### config.mk
export PLATFORM = sky130hd
export DESIGN_NAME = bht_hash
export DESIGN_NICKNAME = d
export VERILOG_FILES = /design/src/sv/bht_pkg.sv /design/src/sv/bht_hash.sv
export SDC_FILE = /design/constraint.sdc
export NUM_CORES = 1
export LEC_CHECK = 0
export BUFFER_PORTS_ARGS = -buffer_cell sky130_fd_sc_hd__buf_4
export CAP_MARGIN = 15
export CORE_ASPECT_RATIO = 0.7
export CORE_UTILIZATION = 58
export CTS_BUF_LIST = sky130_fd_sc_hd__clkbuf_8
export DETAILED_ROUTE_END_ITERATION = 8
export PLACE_DENSITY_LB_ADDON = 0.3
export SLEW_MARGIN = 5
export SYNTH_ARGS = -nofsm -noshare
export SYNTH_HDL_FRONTEND = slang
export SYNTH_SLANG_ARGS = --single-unit
### constraint.sdc
create_clock -name clk_i -period 15.65 [get_ports clk_i]
set_input_delay 0.7825 -clock clk_i [delete_from_list [all_inputs] [get_ports clk_i]]
set_output_delay 0.7825 -clock clk_i [all_outputs]
set_load 0.005 [all_outputs]
### src/sv/bht_pkg.sv
package bht_pkg;

  // Table geometry
  localparam int unsigned BUCKETS  = 256;
  localparam int unsigned WAYS     = 4;
  localparam int unsigned KEY_BITS = 64;
  localparam int unsigned ENTRIES  = BUCKETS * WAYS;

  // Field widths
  localparam int unsigned TAXA_W = 7;
  localparam int unsigned VAL_W  = 31;
  localparam int unsigned OUT_W  = 32;
  localparam int unsigned HASH_W = 32;
  localparam int unsigned ST_W   = 2;

  // Derived widths
  localparam int unsigned BKT_W  = (BUCKETS > 1) ? $clog2(BUCKETS) : 1;
  localparam int unsigned ENT_W  = (ENTRIES > 1) ? $clog2(ENTRIES) : 1;
  localparam int unsigned FILL_W = $clog2(WAYS + 1);

  // Hash bits folded per cycle
  localparam int unsigned STEP = (KEY_BITS < 4) ? KEY_BITS : 4;

  // Stream packing
  localparam int unsigned IN_TDATA_W  = ((KEY_BITS + VAL_W + 7) / 8) * 8;
  localparam int unsigned OUT_TDATA_W = OUT_W;
  localparam int unsigned OUT_TUSER_W = 1 + ST_W;

  // Request kinds
  localparam logic KIND_LOOKUP = 1'b0;
  localparam logic KIND_PUT    = 1'b1;

  // Result status codes
  localparam logic [ST_W-1:0] ST_OK   = 2'd0;
  localparam logic [ST_W-1:0] ST_NEW  = 2'd1;
  localparam logic [ST_W-1:0] ST_FULL = 2'd2;

  // Write control toward the entry store
  typedef struct packed {
    logic             key_en;
    logic             val_en;
    logic [ENT_W-1:0] addr;
  } ent_wr_t;

endpackage

### src/sv/bht_hash.sv
module bht_hash (
  input  logic                          clk_i,
  input  logic                          rst_ni,
  input  logic                          start_i,
  input  logic [bht_pkg::KEY_BITS-1:0]  key_i,
  input  logic [bht_pkg::TAXA_W-1:0]    taxa_i,
  output logic                          done_o,
  output logic [bht_pkg::BKT_W-1:0]     bucket_o
);
  import bht_pkg::*;

  logic                busy_q, done_q;
  logic [KEY_BITS-1:0] key_q;
  logic [TAXA_W-1:0]   taxa_q, idx_q, ns_q, ns_d, nu;
  logic [HASH_W-1:0]   hs_q, hs_d, hu_q, hu_d, ha_q, ha_d, hash;
  logic                last;

  // Fold one chunk of taxon indices into the three running hashes
  always_comb begin
    logic [TAXA_W-1:0] pos;
    hs_d = hs_q;
    hu_d = hu_q;
    ha_d = ha_q;
    ns_d = ns_q;
    pos  = '0;
    for (int j = 0; j < STEP; j++) begin
      pos = idx_q + TAXA_W'(j);
      if (pos < taxa_q) begin
        if (key_q[j]) begin
          hs_d = (hs_d << 5) - hs_d + HASH_W'(pos);
          ns_d = ns_d + 1'b1;
        end else begin
          hu_d = (hu_d << 5) - hu_d + HASH_W'(pos);
        end
        ha_d = (ha_d << 5) - ha_d + HASH_W'(pos);
      end
    end
  end

  assign last = ({1'b0, idx_q} + (TAXA_W + 1)'(STEP)) >= {1'b0, taxa_q};

  // Sequence the fold
  always_ff @(posedge clk_i or negedge rst_ni) begin
    if (!rst_ni) begin
      busy_q <= 1'b0;
      done_q <= 1'b0;
    end else begin
      done_q <= busy_q && last;
      if (start_i) begin
        busy_q <= 1'b1;
      end else if (busy_q && last) begin
        busy_q <= 1'b0;
      end
    end
  end

  // Hold the working values
  always_ff @(posedge clk_i) begin
    if (start_i) begin
      key_q  <= key_i;
      taxa_q <= taxa_i;
      idx_q  <= '0;
      hs_q   <= HASH_W'(1);
      hu_q   <= HASH_W'(1);
      ha_q   <= HASH_W'(1);
      ns_q   <= '0;
    end else if (busy_q) begin
      key_q <= key_q >> STEP;
      idx_q <= idx_q + TAXA_W'(STEP);
      hs_q  <= hs_d;
      hu_q  <= hu_d;
      ha_q  <= ha_d;
      ns_q  <= ns_d;
    end
  end

  // Pick the minority-side hash, all indices on a tie
  assign nu   = taxa_q - ns_q;
  assign hash = (ns_q == nu) ? ha_q : ((ns_q < nu) ? hs_q : hu_q);

  assign done_o   = done_q;
  assign bucket_o = BKT_W'(hash & HASH_W'(BUCKETS - 1));

endmodule

==> flow_summary.ini <==
[run_status]
outcome = finished clean

[drt]
routed_wirelength_mm = 26.2
drt_pre_antenna_iters = 6
drt_iter0_drc = 815
via_count = 8249
residual_antenna_violating_net_count_after_detailed_routing = 0
wl_per_cell_um = 19.2
drc = 0
route.detailed.vias_per_inst = 6.07

[min_path]
min-delay-path-class = primary input to asynchronous set/reset pin

[grt]
grt_util_all_layers = 0.298
global_route.overflow_total = 0
grt_first_pass_wirelength_mm = 42.5
vias_in_the_first_global_route = 8010
maximum_number_of_pins_on_one_net_before_global_route_repair = 69
antenna_violations_before_repair = 0

[clocking]
post_cts_resized = 0
cts_buffers = 9
numClockSinks = 109
holdBufCountCts = 0
clock_root_buffer = clkbuf_8
post_cts.repair.setup_buffers = 0
clockBufferDepth = 2
worstSkewPairLatency_ns = 0.41
tritoncts = yes
clock_tree.htree_level_count = 3
clk_pin_slew_ns = 0.13

[setup_path]
cp_slowest_stage_delay_ns = 0.73
number_of_buffers_and_inverters_on_the_critical_path = 1
crit_top_cell = ha_1
reg2reg_slack_ns = 7.52
reg2reg_from = idx_q[5]$_SDFFE_PP0P_
setup.worst_path.class = register to register
worst-r2r-cell-count = 29
cpLargestDelayFamily = simple AND/OR/NAND/NOR gates
timing.critical_path.slowest_stage_cell = nor3_4
critical_path_launch_point_type = register
critical_path_cell_count = 29
worst_path_arrival_ns = 8.48
timing.critical_path.required_ns = 16.00
worst_setup_path_startpoint = idx_q[5]$_SDFFE_PP0P_
critical_path.max_fanout = 18
worst_r2r_endpoint = ha_q[7]$_SDFFE_PP0P_
endpoint_kind = register

[die]
initial_utilization = 0.601
dieArea_um2 = 18500
placeableCoreArea_um2 = 17400
boundaryPins = 83
fp-row-count = 40
fp.dieH_um = 114
die_width_um = 162

[layout]
diodes = 0
layout-drive-gt1-share = 0.195
flow.area_growth_from_synthesis_pct = 10.5
final_net_count = 1360
fillCellCount = 1351
finish.cell_count_without_fillers = 1360

[yosys]
yosys_register_bits = 109
mapped_cells = 1050
yosysSeqAreaShare = 0.278
post-synth-top-area-fraction = 0.204
ys.flop_type = edfxtp_1
ys_top_cells_by_count = 128 x ha_1, 78 x inv_1, 74 x mux2_2
ys_types = 86
ys_async_sr_fraction = 0.0183
syn-mean-instance-area_um2 = 9.93
ys_warn_count = 0
synth.largest_area_cell = edfxtp_1
synth_most_common_cell = ha_1
yosys-top-cells-area = edfxtp_1 20%, ha_1 15%, mux2_2 8.0%
synth.net_count = 1286
syn-cell-area_um2 = 10400
synth-edff-count = 71

[sta]
tns_ns = 0
finalCritPeriodShare = 0.519
setup_viol_count_final = 0
post-route-min-period_ns = 8.13
finalHoldViolations = 0
timing.clock.skew_ns = 0.0155
final-max-slew-violation-count = 0
relSlewSlack = 0.390
worst-slew-pin-transition_ns = 0.912
grt_setup_unrepaired = false
final_critical_path_setup_slack_ns = 7.52
clock.fmax_mhz = 123

[job]
max-cap-violations = 0

[place]
place.detailed.instances = 1343
pre_cts_slack_ns = 7.69
weighted_congestion_reported_at_the_end_of_routability_driven_placement = 0.994
hpwl_mm = 20.1
port-buffer-count = 82
## metrics by stage
step | hold slack (ns) | utilization | area [um2]
finish | 0.123 | 0.663 | 11500
global route | 0.120 | 0.663 | 11500
CTS | 0.117 | 0.663 | 11500
detailed placement | 0.501 | 0.651 | 11300
global placement | 0.494 | 0.651 | 11300
floorplan | 0.468 | - | 10400
## kinds of logic (layout without fill, tap and decap cells)
group                      after synthesis  after routing  synth area share
adders and majority gates              163            163             0.220
AOI/OAI and AO/OA                      237            237             0.156
muxes                                  102            102             0.107
xor gates and xnor gates                92             92            0.0830
DFF                                    109            109             0.278
and+or+nand+nor                        234            234             0.114
buffers and inverters                  113            192            0.0415
## area by class of cell
| cell class | count | area [um2] | area share |
|---|---|---|---|
| Multi-Input combinational cell | 828 | 7090 | 0.616 |
| Sequential cell | 109 | 2900 | 0.252 |
| Timing Repair Buffer | 97 | 728 | 0.0632 |
| Inverter | 79 | 297 | 0.0257 |
| Tap cell | 231 | 289 | 0.0251 |
| Clock buffer | 9 | 124 | 0.0108 |
| Clock inverter | 7 | 88.8 | 0.00771 |
## routing by layer
| layer | share of wire | GRT usage | wire length, um | vias up |
|---|---|---|---|---|
| met3 | 0.086 | 0.0561 | 2240 | 42 |
| met2 | 0.43 | 0.457 | 11200 | 307 |
| met1 | 0.47 | 0.439 | 12300 | 3941 |
| met4 | 0.016 | 0.0597 | 421 | 0 |
| li1 | - | - | - | 3959 |
| met5 | 0 | 0 | 0 | - |
## registers in the layout, summed over array words and instances (netlist names)
name    flops
ha_q        8
hu_q        8
done_o      1
idx_q       5
taxa_q      7
ns_q        7
hs_q        8
key_q      64
busy_q      1
## placed cells by master (no fill, tap or decap), drive strengths merged, types with 10 or more instances in the layout
master	n
ha	128
nand2	63
buf	97
xnor2	67
nor2	65
dfxtp	36
nor2b	13
a21oi	73
nand4	10
edfxtp	71
nor3	18
mux2i	27
o21ai	42
mux2	75
inv	84
fa	34
and2	15
a21o	35
a211oi	14
xor2	22
nand3	17
## worst max path at each step
stage / endpoint
after floorplan: ha_q[7]$_SDFFE_PP0P_
after global placement: ha_q[7]$_SDFFE_PP0P_
after detailed placement: ha_q[7]$_SDFFE_PP0P_
after CTS: ha_q[7]$_SDFFE_PP0P_
after global routing: ha_q[7]$_SDFFE_PP0P_
final: ha_q[7]$_SDFFE_PP0P_
## worst register-to-register path, delay by kind of cell, from the launching register on
family,cells,cell delay (ns)
flip-flops,1,0.51
AND/OR/NAND/NOR,10,2.56
adder cells (fa/ha/maj),7,2.45
XOR/XNOR,2,0.32
AO/OA/AOI/OAI,9,1.90
buffers and inverters,1,0.33
Power is left out: the tool's default activity adds up to more than one toggle a clock period on the data nets, which glitch-free logic cannot reach.
