--- src/sv/bht_pkg.sv ---
package bht_pkg;

  // Table geometry
  localparam int unsigned BUCKETS  = 256;
  localparam int unsigned WAYS     = 4;
  localparam int unsigned KEY_BITS = 64;
  localparam int unsigned ENTRIES  = BUCKETS * WAYS;

  // Field widths
  localparam int unsigned TAXA_W = 7;
  localparam int unsigned VAL_W  = 31;
  localparam int unsigned OUT_W  = 32;
  localparam int unsigned HASH_W = 32;
  localparam int unsigned ST_W   = 2;

  // Derived widths
  localparam int unsigned BKT_W  = (BUCKETS > 1) ? $clog2(BUCKETS) : 1;
  localparam int unsigned ENT_W  = (ENTRIES > 1) ? $clog2(ENTRIES) : 1;
  localparam int unsigned FILL_W = $clog2(WAYS + 1);

  // Hash bits folded per cycle
  localparam int unsigned STEP = (KEY_BITS < 4) ? KEY_BITS : 4;

  // Stream packing
  localparam int unsigned IN_TDATA_W  = ((KEY_BITS + VAL_W + 7) / 8) * 8;
  localparam int unsigned OUT_TDATA_W = OUT_W;
  localparam int unsigned OUT_TUSER_W = 1 + ST_W;

  // Request kinds
  localparam logic KIND_LOOKUP = 1'b0;
  localparam logic KIND_PUT    = 1'b1;

  // Result status codes
  localparam logic [ST_W-1:0] ST_OK   = 2'd0;
  localparam logic [ST_W-1:0] ST_NEW  = 2'd1;
  localparam logic [ST_W-1:0] ST_FULL = 2'd2;

  // Write control toward the entry store
  typedef struct packed {
    logic             key_en;
    logic             val_en;
    logic [ENT_W-1:0] addr;
  } ent_wr_t;

endpackage

--- src/sv/bht_fill.sv ---
module bht_fill (
  input  logic                        clk_i,
  input  logic                        rst_ni,
  input  logic                        rd_en_i,
  input  logic [bht_pkg::BKT_W-1:0]   rd_addr_i,
  output logic [bht_pkg::FILL_W-1:0]  rd_data_o,
  input  logic                        wr_en_i,
  input  logic [bht_pkg::BKT_W-1:0]   wr_addr_i,
  input  logic [bht_pkg::FILL_W-1:0]  wr_data_i
);
  import bht_pkg::*;

  logic [FILL_W-1:0]  mem_q [BUCKETS];
  logic [BUCKETS-1:0] vld_q;
  logic [FILL_W-1:0]  rd_q;
  logic               rd_vld_q;

  // Fill count storage, registered read
  always_ff @(posedge clk_i) begin
    if (wr_en_i) begin
      mem_q[wr_addr_i] <= wr_data_i;
    end
    if (rd_en_i) begin
      rd_q <= mem_q[rd_addr_i];
    end
  end

  // Valid bits: a bucket never written reads as empty
  always_ff @(posedge clk_i or negedge rst_ni) begin
    if (!rst_ni) begin
      vld_q    <= '0;
      rd_vld_q <= 1'b0;
    end else begin
      if (wr_en_i) begin
        vld_q[wr_addr_i] <= 1'b1;
      end
      if (rd_en_i) begin
        rd_vld_q <= vld_q[rd_addr_i];
      end
    end
  end

  assign rd_data_o = rd_vld_q ? rd_q : '0;

endmodule

--- config.mk ---
export PLATFORM = sky130hd
export DESIGN_NAME = bht_fill
export DESIGN_NICKNAME = d
export VERILOG_FILES = /design/src/sv/bht_pkg.sv /design/src/sv/bht_fill.sv
export SDC_FILE = /design/constraint.sdc
export NUM_CORES = 1
export LEC_CHECK = 0
export ABC_AREA = 1
export ABC_CLOCK_PERIOD_IN_PS = 2120
export BUFFER_PORTS_ARGS = -buffer_cell sky130_fd_sc_hd__buf_2
export CAP_MARGIN = 20
export CORE_MARGIN = 5
export CORE_UTILIZATION = 49
export CTS_CLUSTER_DIAMETER = 60
export DETAILED_ROUTE_END_ITERATION = 6
export HOLD_SLACK_MARGIN = 0.03
export PLACE_DENSITY = 0.63
export SYNTH_ARGS = -nofsm -noshare
export SYNTH_HDL_FRONTEND = slang
export SYNTH_SLANG_ARGS = --single-unit
--- constraint.sdc ---
create_clock -name clk_i -period 2.12 [get_ports clk_i]
set_input_delay 0.318 -clock clk_i [delete_from_list [all_inputs] [get_ports clk_i]]
set_output_delay 0.318 -clock clk_i [all_outputs]
set_load 0.005 [all_outputs]
==> results of run 1 <==
==> cell families after synthesis <==
| group | after synthesis |
|---|---|
| buffers and inverters | 313 |
| DFF | 1028 |
| and+or+nand+nor | 1902 |
| AOI/OAI and AO/OA | 561 |
==> layer usage <==
metal  vias up  routed length [µm]  GRT usage (%)
li1      13470                   -              -
met1     14580               50680          35.84
met2      1252               53690          38.88
met3       260                9519          4.937
met4         6                3989          8.496
met5         -                  46              0
==> cell type report <==
| type | instances | area, µm² |
|---|---|---|
| fill | 7252 | 37720 |
| antenna | 4 | 10.01 |
| tap | 1155 | 1445 |
| sequential | 1028 | 29580 |
| clock buffer | 136 | 2844 |
| clock inverter | 63 | 668.1 |
| multi-input combinational | 2463 | 11370 |
| timing repair buffer | 239 | 2608 |
| inverter | 58 | 235.2 |
==> placed cells by master (no fill, tap or decap), drive strengths merged <==
cell type    instances
clkbuf             140
bufinv              12
buf                233
or2                256
o21ai              369
inv                 67
nand3              445
edfxtp             771
clkinv              38
nand2              564
a21oi               15
dlygate4sd3          2
clkinvlp             4
dfrtp              257
diode                4
nor2               637
o22ai              177
==> power by group through the flow <==
stage	logic [mW]	registers, mW	clock network [mW]
after floorplan	1.86	22.7	0
after global placement	3.32	22.7	0
after detailed placement	3.35	22.7	0
after CTS	3.36	22.3	19.1
after global routing	3.68	22.4	20.0
final	3.37	22.3	18.9
==> final timing paths <==
path                          startpoint            to  slack (ns)
max                         rd_addr_i[0]       rd_q[1]        0.19
min                         wr_data_i[2]  mem_q[52][2]        0.09
max reg2reg                mem_q[161][1]       rd_q[1]        0.21
min reg2reg                    vld_q[52]     vld_q[52]        0.46
max in group asynchronous         rst_ni     vld_q[48]        1.19
min in group asynchronous         rst_ni    vld_q[168]        0.17
==> flip-flops by register name, indices dropped and copies added (netlist names) <==
signal    count
rd_q          3
vld_q       256
rd_vld_q      1
mem_q       768
==> repair_timing <==
item / in CTS / in global routing
gates resized for setup: 0 / 0
buffers inserted: 0 / 0
endpoints found under the hold margin: 209 / 0
hold buffers: 2 / 0
==> critical path: stages <==
cell,delay (ns)
sky130_fd_sc_hd__buf_8,0.13
sky130_fd_sc_hd__inv_8,0.18
sky130_fd_sc_hd__buf_12,0.22
sky130_fd_sc_hd__buf_12,0.20
sky130_fd_sc_hd__o21ai_0,0.10
sky130_fd_sc_hd__o22ai_1,0.22
sky130_fd_sc_hd__nand2_1,0.09
sky130_fd_sc_hd__nand3_1,0.10
sky130_fd_sc_hd__nand3_1,0.13
sky130_fd_sc_hd__nand2_1,0.19
sky130_fd_sc_hd__nand2_1,0.08
sky130_fd_sc_hd__nand3_1,0.16
sky130_fd_sc_hd__nand3_1,0.21
sky130_fd_sc_hd__nand2_1,0.10
==> insert_results.sql, run 1 <==
INSERT INTO impl_metrics (metric_group, metric, value, unit) VALUES
('cells_and_area', 'final-instance-count-excl-fill', '5146', ''),
('route', 'route.vias.total', '29570', ''),
('timing', 'timing_hold_violations_final', '0', ''),
('yosys', 'synth-adder-area-share', '0', '%'),
('yosys', 'combinational_family_with_the_most_area_after_synthesis', 'simple AND/OR/NAND/NOR gates', ''),
('power_and_ir_drop', 'cell_internal_pwr', '34.29', 'mW'),
('cts', 'htreeDepth', '3', ''),
('power_and_ir_drop', 'vdd.ir_drop.worst', '0.7012', 'mV'),
('hold_path', 'worst_hold_path_type', 'in2reg', ''),
('timing', 'clock_skew', '0.02098', 'ns'),
('place', 'numPlacedInstances', '4941', ''),
('route', 'dr.first_iter.drc_count', '3395', ''),
('yosys', 'synthTopCellsByArea', 'sky130_fd_sc_hd__edfxtp_1 (54%), sky130_fd_sc_hd__dfrtp_1 (15%), sky130_fd_sc_hd__nor2_1 (5.6%)', ''),
('cts', 'cts_root_buf', 'sky130_fd_sc_hd__clkbuf_16', ''),
('yosys', 'synth_sequential_area_ratio', '69.63', '%'),
('yosys', 'netlist.top_cell.by_area', 'sky130_fd_sc_hd__edfxtp_1', ''),
('yosys', 'post_synth_mux_area_share', '0', '%'),
('yosys', 'synth.avg_cell_area', '11.17', 'µm²'),
('grt', 'grt_pass1_wl', '179300', 'µm'),
('cells_and_area', 'final_nets', '3918', ''),
('cells_and_area', 'postLayoutCellArea', '0.04876', 'mm²'),
('power_and_ir_drop', 'switching_power', '10.31', 'mW'),
('place', 'dp_slack', '-0.3992', 'ns'),
('grt', 'global_route.overflow_total', '0', ''),
('critical_path', 'critical_path.startpoint_type', 'primary input', ''),
('power_and_ir_drop', 'power_per_standard_cell_area', '914.6', 'mW/mm²'),
('route', 'detail_route_antenna_nets', '0', ''),
('die', 'floorplan.die_area', '0.09270', 'mm²'),
('yosys', 'synthesis.area', '0.04249', 'mm²'),
('timing', 'timing_worst_slew_pin_value', '0.5771', 'ns'),
('timing', 'achievable_freq', '517.0', 'MHz'),
('flow_run', 'max-cap-violations', '0', ''),
('grt', 'gr-usage-all-layers', '25.02', '%'),
('yosys', 'yosysWarnings', '0', ''),
('grt', 'antenna_found_initial', '5', ''),
('timing', 'worst_hold_margin', '0.09481', 'ns'),
('yosys', 'yosys_most_used_dff', 'sky130_fd_sc_hd__edfxtp_1', ''),
('die', 'fp-row-count', '108', ''),
('power_and_ir_drop', 'share_seq_of_total_power', '50.1', '%'),
('yosys', 'syn_nets', '3827', ''),
('yosys', 'synth_enable_flop_cells', '771', ''),
('place', 'place.port_buffers', '25', ''),
('yosys', 'yosys.area.top_type_share', '54.49', '%'),
('timing', 'worst_slack', '0.1858', 'ns'),
('die', 'die_x', '304.5', 'µm'),
('critical_path', 'worst-endpoint-required', '2.66', 'ns'),
('timing', 'worst_case_headroom_to_the_max_slew_limit', '61.52', '%'),
('yosys', 'synthMostInstantiatedCell', 'sky130_fd_sc_hd__edfxtp_1', ''),
('critical_path', 'worstPathMaxFanout', '29', ''),
('die', 'core_area', '0.08648', 'mm²'),
('route', 'detail_route.drc_violations', '0', ''),
('power_and_ir_drop', 'pwr-share-comb', '7.6', '%'),
('place', 'globalplace.congestion', '0.8636', ''),
('status', 'status', 'complete, no violations', ''),
('die', 'dieHeight', '304.5', 'µm'),
('place', 'placement.cell_area', '0.04522', 'mm²'),
('critical_path', 'worstPathArrival', '2.47', 'ns'),
('timing', 'final_report_max_slew_violation_count', '0', ''),
('critical_path', 'worstRegToRegCells', '10', ''),
('yosys', 'ys_types', '20', ''),
('timing', 'grt_setup_unrepaired', 'no', ''),
('cts', 'maximum_count_of_clock_buffers_along_a_single_path', '3', ''),
('place', 'dp.final_hpwl', '73720', 'µm'),
('route', 'routed_wl', '117900', 'µm'),
('die', 'initial_core_util', '49.13', '%'),
('power_and_ir_drop', 'switching_share', '23.12', '%'),
('yosys', 'yosys_register_bits', '1028', ''),
('cells_and_area', 'final_util', '56.38', '%'),
('timing', 'final.setup.tns', '0', 'ns'),
('cts', 'cts_made_buffers', '105', ''),
('die', 'io_pins', '26', '');
No activity file was read; power rests on OpenSTA's default activity.
==> run 2, diff against run 1 <==
Settings changed: ABC_CLOCK_PERIOD_IN_PS 2120 to 2000.
Clock period 2.12 ns to 2 ns, I/O delays scaled along.
==> run 2 against run 1 <==
  * Setup slack lost 0.12 ns
  * Critical path type unchanged
  * First-iteration DRC count up 4.5%
  * Design area up 0.21%
  * Global-route usage down 0.18 points
  * Routed wire length fell by 0.13%
  * Clock skew is 0.012 ns lower
  * Sequential share of layout area shrank 0.13 points
  * Highest routed layer unchanged
  * Hold slack got worse by 0.024 ns
==> insert_results.sql, run 2 (same netlist as run 1, synthesis figures left out) <==
INSERT INTO impl_metrics (metric_group, metric, value, unit) VALUES
('route', 'routed_wl', '117800', 'µm'),
('cts', 'cts_made_buffers', '107', ''),
('critical_path', 'crit_family', 'simple AND/OR/NAND/NOR gates', ''),
('die', 'dieHeight', '304.5', 'µm'),
('die', 'io_pins', '26', ''),
('cells_and_area', 'final-instance-count-excl-fill', '5148', ''),
('cells_and_area', 'flow.area_growth_from_synthesis', '15.00', '%'),
('cts', 'maximum_count_of_clock_buffers_along_a_single_path', '3', ''),
('power_and_ir_drop', 'cell_internal_pwr', '36.24', 'mW'),
('power_and_ir_drop', 'share_seq_of_total_power', '50.4', '%'),
('grt', 'number_of_global_route_vias_before_repair', '29170', ''),
('critical_path', 'worstPathCellList', 'buf_8 > inv_8 > buf_4 > buf_4 > buf_4 > nor2_1 > o22ai_1 > nand2_1 > nand3_1 > nand3_1 > nand2_1 > nand2_1 > nand3_1 > nand3_1 > nand2_1', ''),
('critical_path', 'worst-endpoint-required', '2.41', 'ns'),
('die', 'die_x', '304.5', 'µm'),
('cells_and_area', 'final_nets', '3923', ''),
('critical_path', 'cp.depth', '15', ''),
('power_and_ir_drop', 'switching_power', '10.75', 'mW'),
('grt', 'global_route.overflow_total', '0', ''),
('hold_path', 'worst_hold_path_type', 'in2async', ''),
('cts', 'post-cts-setup-buffer-count', '0', ''),
('cells_and_area', 'largest_reg_flops', '768', ''),
('die', 'initial_core_util', '49.13', '%'),
('power_and_ir_drop', 'pwr_total', '46.99', 'mW'),
('route', 'detail_route.vias_per_cell', '5.784', ''),
('critical_path', 'critical_path.startpoint_type', 'primary input', ''),
('die', 'core_area', '0.08648', 'mm²'),
('timing', 'final_report_max_slew_violation_count', '0', ''),
('route', 'detail_route_antenna_nets', '0', ''),
('place', 'dp.final_hpwl', '72530', 'µm'),
('critical_path', 'worstPathMaxFanout', '16', ''),
('route', 'drtPass1Iterations', '5', ''),
('cts', 'clock_latency', '0.65', 'ns'),
('place', 'globalplace.congestion', '0.8458', ''),
('die', 'fp-row-count', '108', ''),
('timing', 'timing_worst_slew_pin_value', '0.5974', 'ns'),
('cts', 'tritoncts', 'built', ''),
('timing', 'setup-violations-final', '0', ''),
('timing', 'worst_case_headroom_to_the_max_slew_limit', '60.17', '%'),
('place', 'place.port_buffers', '25', ''),
('route', 'detail_route.drc_violations', '0', ''),
('critical_path', 'cp.buffers_inverters', '5', ''),
('critical_path', 'timing.critical_path.slowest_cell_delay', '0.24', 'ns'),
('die', 'floorplan.die_area', '0.09270', 'mm²'),
('cells_and_area', 'layout_top_registers', 'mem_q x768, vld_q x256, rd_q x3', ''),
('cells_and_area', 'registers.top_by_ff_count', 'mem_q', ''),
('critical_path', 'worstRegToRegCells', '10', ''),
('grt', 'grt_pass1_wl', '179300', 'µm'),
('cts', 'cts.sinks', '1028', ''),
('grt', 'antenna_found_initial', '7', ''),
('route', 'dr.first_iter.drc_count', '3548', ''),
('critical_path', 'path_class', 'in2reg', ''),
('critical_path', 'cpMaxStageDelayCell', 'sky130_fd_sc_hd__nand3_1', ''),
('cells_and_area', 'commonest_non_fill_non_tap_cell_in_the_layout', 'sky130_fd_sc_hd__edfxtp_1', ''),
('timing', 'timing_hold_violations_final', '0', ''),
('cts', 'cts_root_buf', 'sky130_fd_sc_hd__clkbuf_16', ''),
('power_and_ir_drop', 'vdd.ir_drop.worst', '0.7469', 'mV'),
('cts', 'clk_pin_slew', '0.06', 'ns'),
('power_and_ir_drop', 'power_per_standard_cell_area', '961.8', 'mW/mm²'),
('cts', 'htreeDepth', '3', ''),
('timing', 'achievable_freq', '518.1', 'MHz'),
('status', 'status', 'complete, no violations', ''),
('power_and_ir_drop', 'share_clk_of_total_power', '42.0', '%'),
('power_and_ir_drop', 'pwr-share-comb', '7.6', '%'),
('grt', 'largest_net_degree_at_the_start_of_global_routing', '74', ''),
('route', 'routed_wire_length_per_instance', '22.88', 'µm'),
('timing', 'finalWorstPathRequiredPeriod', '1.930', 'ns'),
('flow_run', 'max-cap-violations', '0', ''),
('timing', 'grt_setup_unrepaired', 'no', ''),
('timing', 'fin_crit_sh', '96.51', '%'),
('cells_and_area', 'layout_common_cells', 'sky130_fd_sc_hd__edfxtp_1 (771), sky130_fd_sc_hd__nor2_1 (637), sky130_fd_sc_hd__nand2_1 (564), sky130_fd_sc_hd__nand3_1 (442), sky130_fd_sc_hd__o21ai_0 (324)', ''),
('cells_and_area', 'post_route_cells_drive_above_1_share', '16.58', '%'),
('route', 'route.vias.total', '29780', ''),
('critical_path', 'worstSetupEndpointType', 'register', ''),
('critical_path', 'worstPathArrival', '2.34', 'ns'),
('timing', 'final.setup.tns', '0', 'ns'),
('timing', 'clock_skew', '0.008612', 'ns'),
('power_and_ir_drop', 'switching_share', '22.88', '%'),
('power_and_ir_drop', 'power.leakage', '18.74', 'nW'),
('place', 'numPlacedInstances', '4944', ''),
('grt', 'gr-usage-all-layers', '24.83', '%');
run 2: metal layers:
layer / global-route usage (%) / share of wire [%] / vias up
met5: 0 / 0.067 / -
met4: 8.507 / 3.4 / 10
met3: 4.333 / 8.3 / 221
met2: 38.19 / 45 / 1276
met1: 36.28 / 43 / 14800
li1: - / - / 13470
run 2: metrics by stage:
step	util (%)	setup slack (ns)	instance area (µm²)	hold slack (ns)
after floorplan	-	0.2520	42490	0.004409
after global placement	52.44	-0.5983	45350	0.1403
after global routing	56.49	0.002188	48860	0.07296
after detailed placement	52.44	-0.5966	45350	0.1396
after CTS	56.48	0.07117	48840	0.04335
final	56.50	0.06978	48860	0.07033
run 2: layout make-up:
type	instances	area (µm²)
inverter	58	235.2
antenna	1	2.502
tap	1155	1445
clock buffer	152	2979
sequential	1028	29580
multi-input combinational	2463	11380
timing repair buffer	242	2743
clock inverter	49	491.7
fill	7268	37620
run 2: power by group through the flow:
stage | Clock, mW | Combinational (mW) | Sequential (mW)
floorplan | 0 | 1.98 | 24.0
global placement | 0 | 3.51 | 24.1
detailed placement | 0 | 3.54 | 24.1
CTS | 20.0 | 3.55 | 23.7
global route | 21.0 | 3.89 | 23.7
finish | 19.7 | 3.58 | 23.7
run 2: worst register-to-register path, stage by stage (launching register included):
cell and delay (ns):
sky130_fd_sc_hd__edfxtp_1 0.36, sky130_fd_sc_hd__o21ai_0 0.16, sky130_fd_sc_hd__o22ai_1 0.12, sky130_fd_sc_hd__nand2_1 0.08
sky130_fd_sc_hd__nand3_1 0.09, sky130_fd_sc_hd__nand3_1 0.13, sky130_fd_sc_hd__nand2_1 0.08, sky130_fd_sc_hd__nand2_1 0.15
sky130_fd_sc_hd__nand3_1 0.24, sky130_fd_sc_hd__nand3_1 0.19, sky130_fd_sc_hd__nand2_1 0.06
run 2: repair_timing:
action / CTS / global route
setup endpoints to repair: 0 / 2
gates resized for setup: 0 / 3
hold endpoints to repair: 261 / 0
hold buffers: 2 / 0
run 2: path summary, 6_finish.rpt:
| kind | slack (ns) | start | endpoint |
|---|---|---|---|
| worst max-delay path | 0.07 | rd_addr_i[0] | rd_q[1] |
| worst min-delay path | 0.07 | rst_ni | vld_q[167] |
| worst max register to register | 0.10 | mem_q[161][1] | rd_q[1] |
| worst min register to register | 0.46 | vld_q[164] | vld_q[164] |
| max in group asynchronous | 1.22 | rst_ni | vld_q[98] |
| min in group clk_i | 0.10 | wr_data_i[0] | mem_q[50][0] |
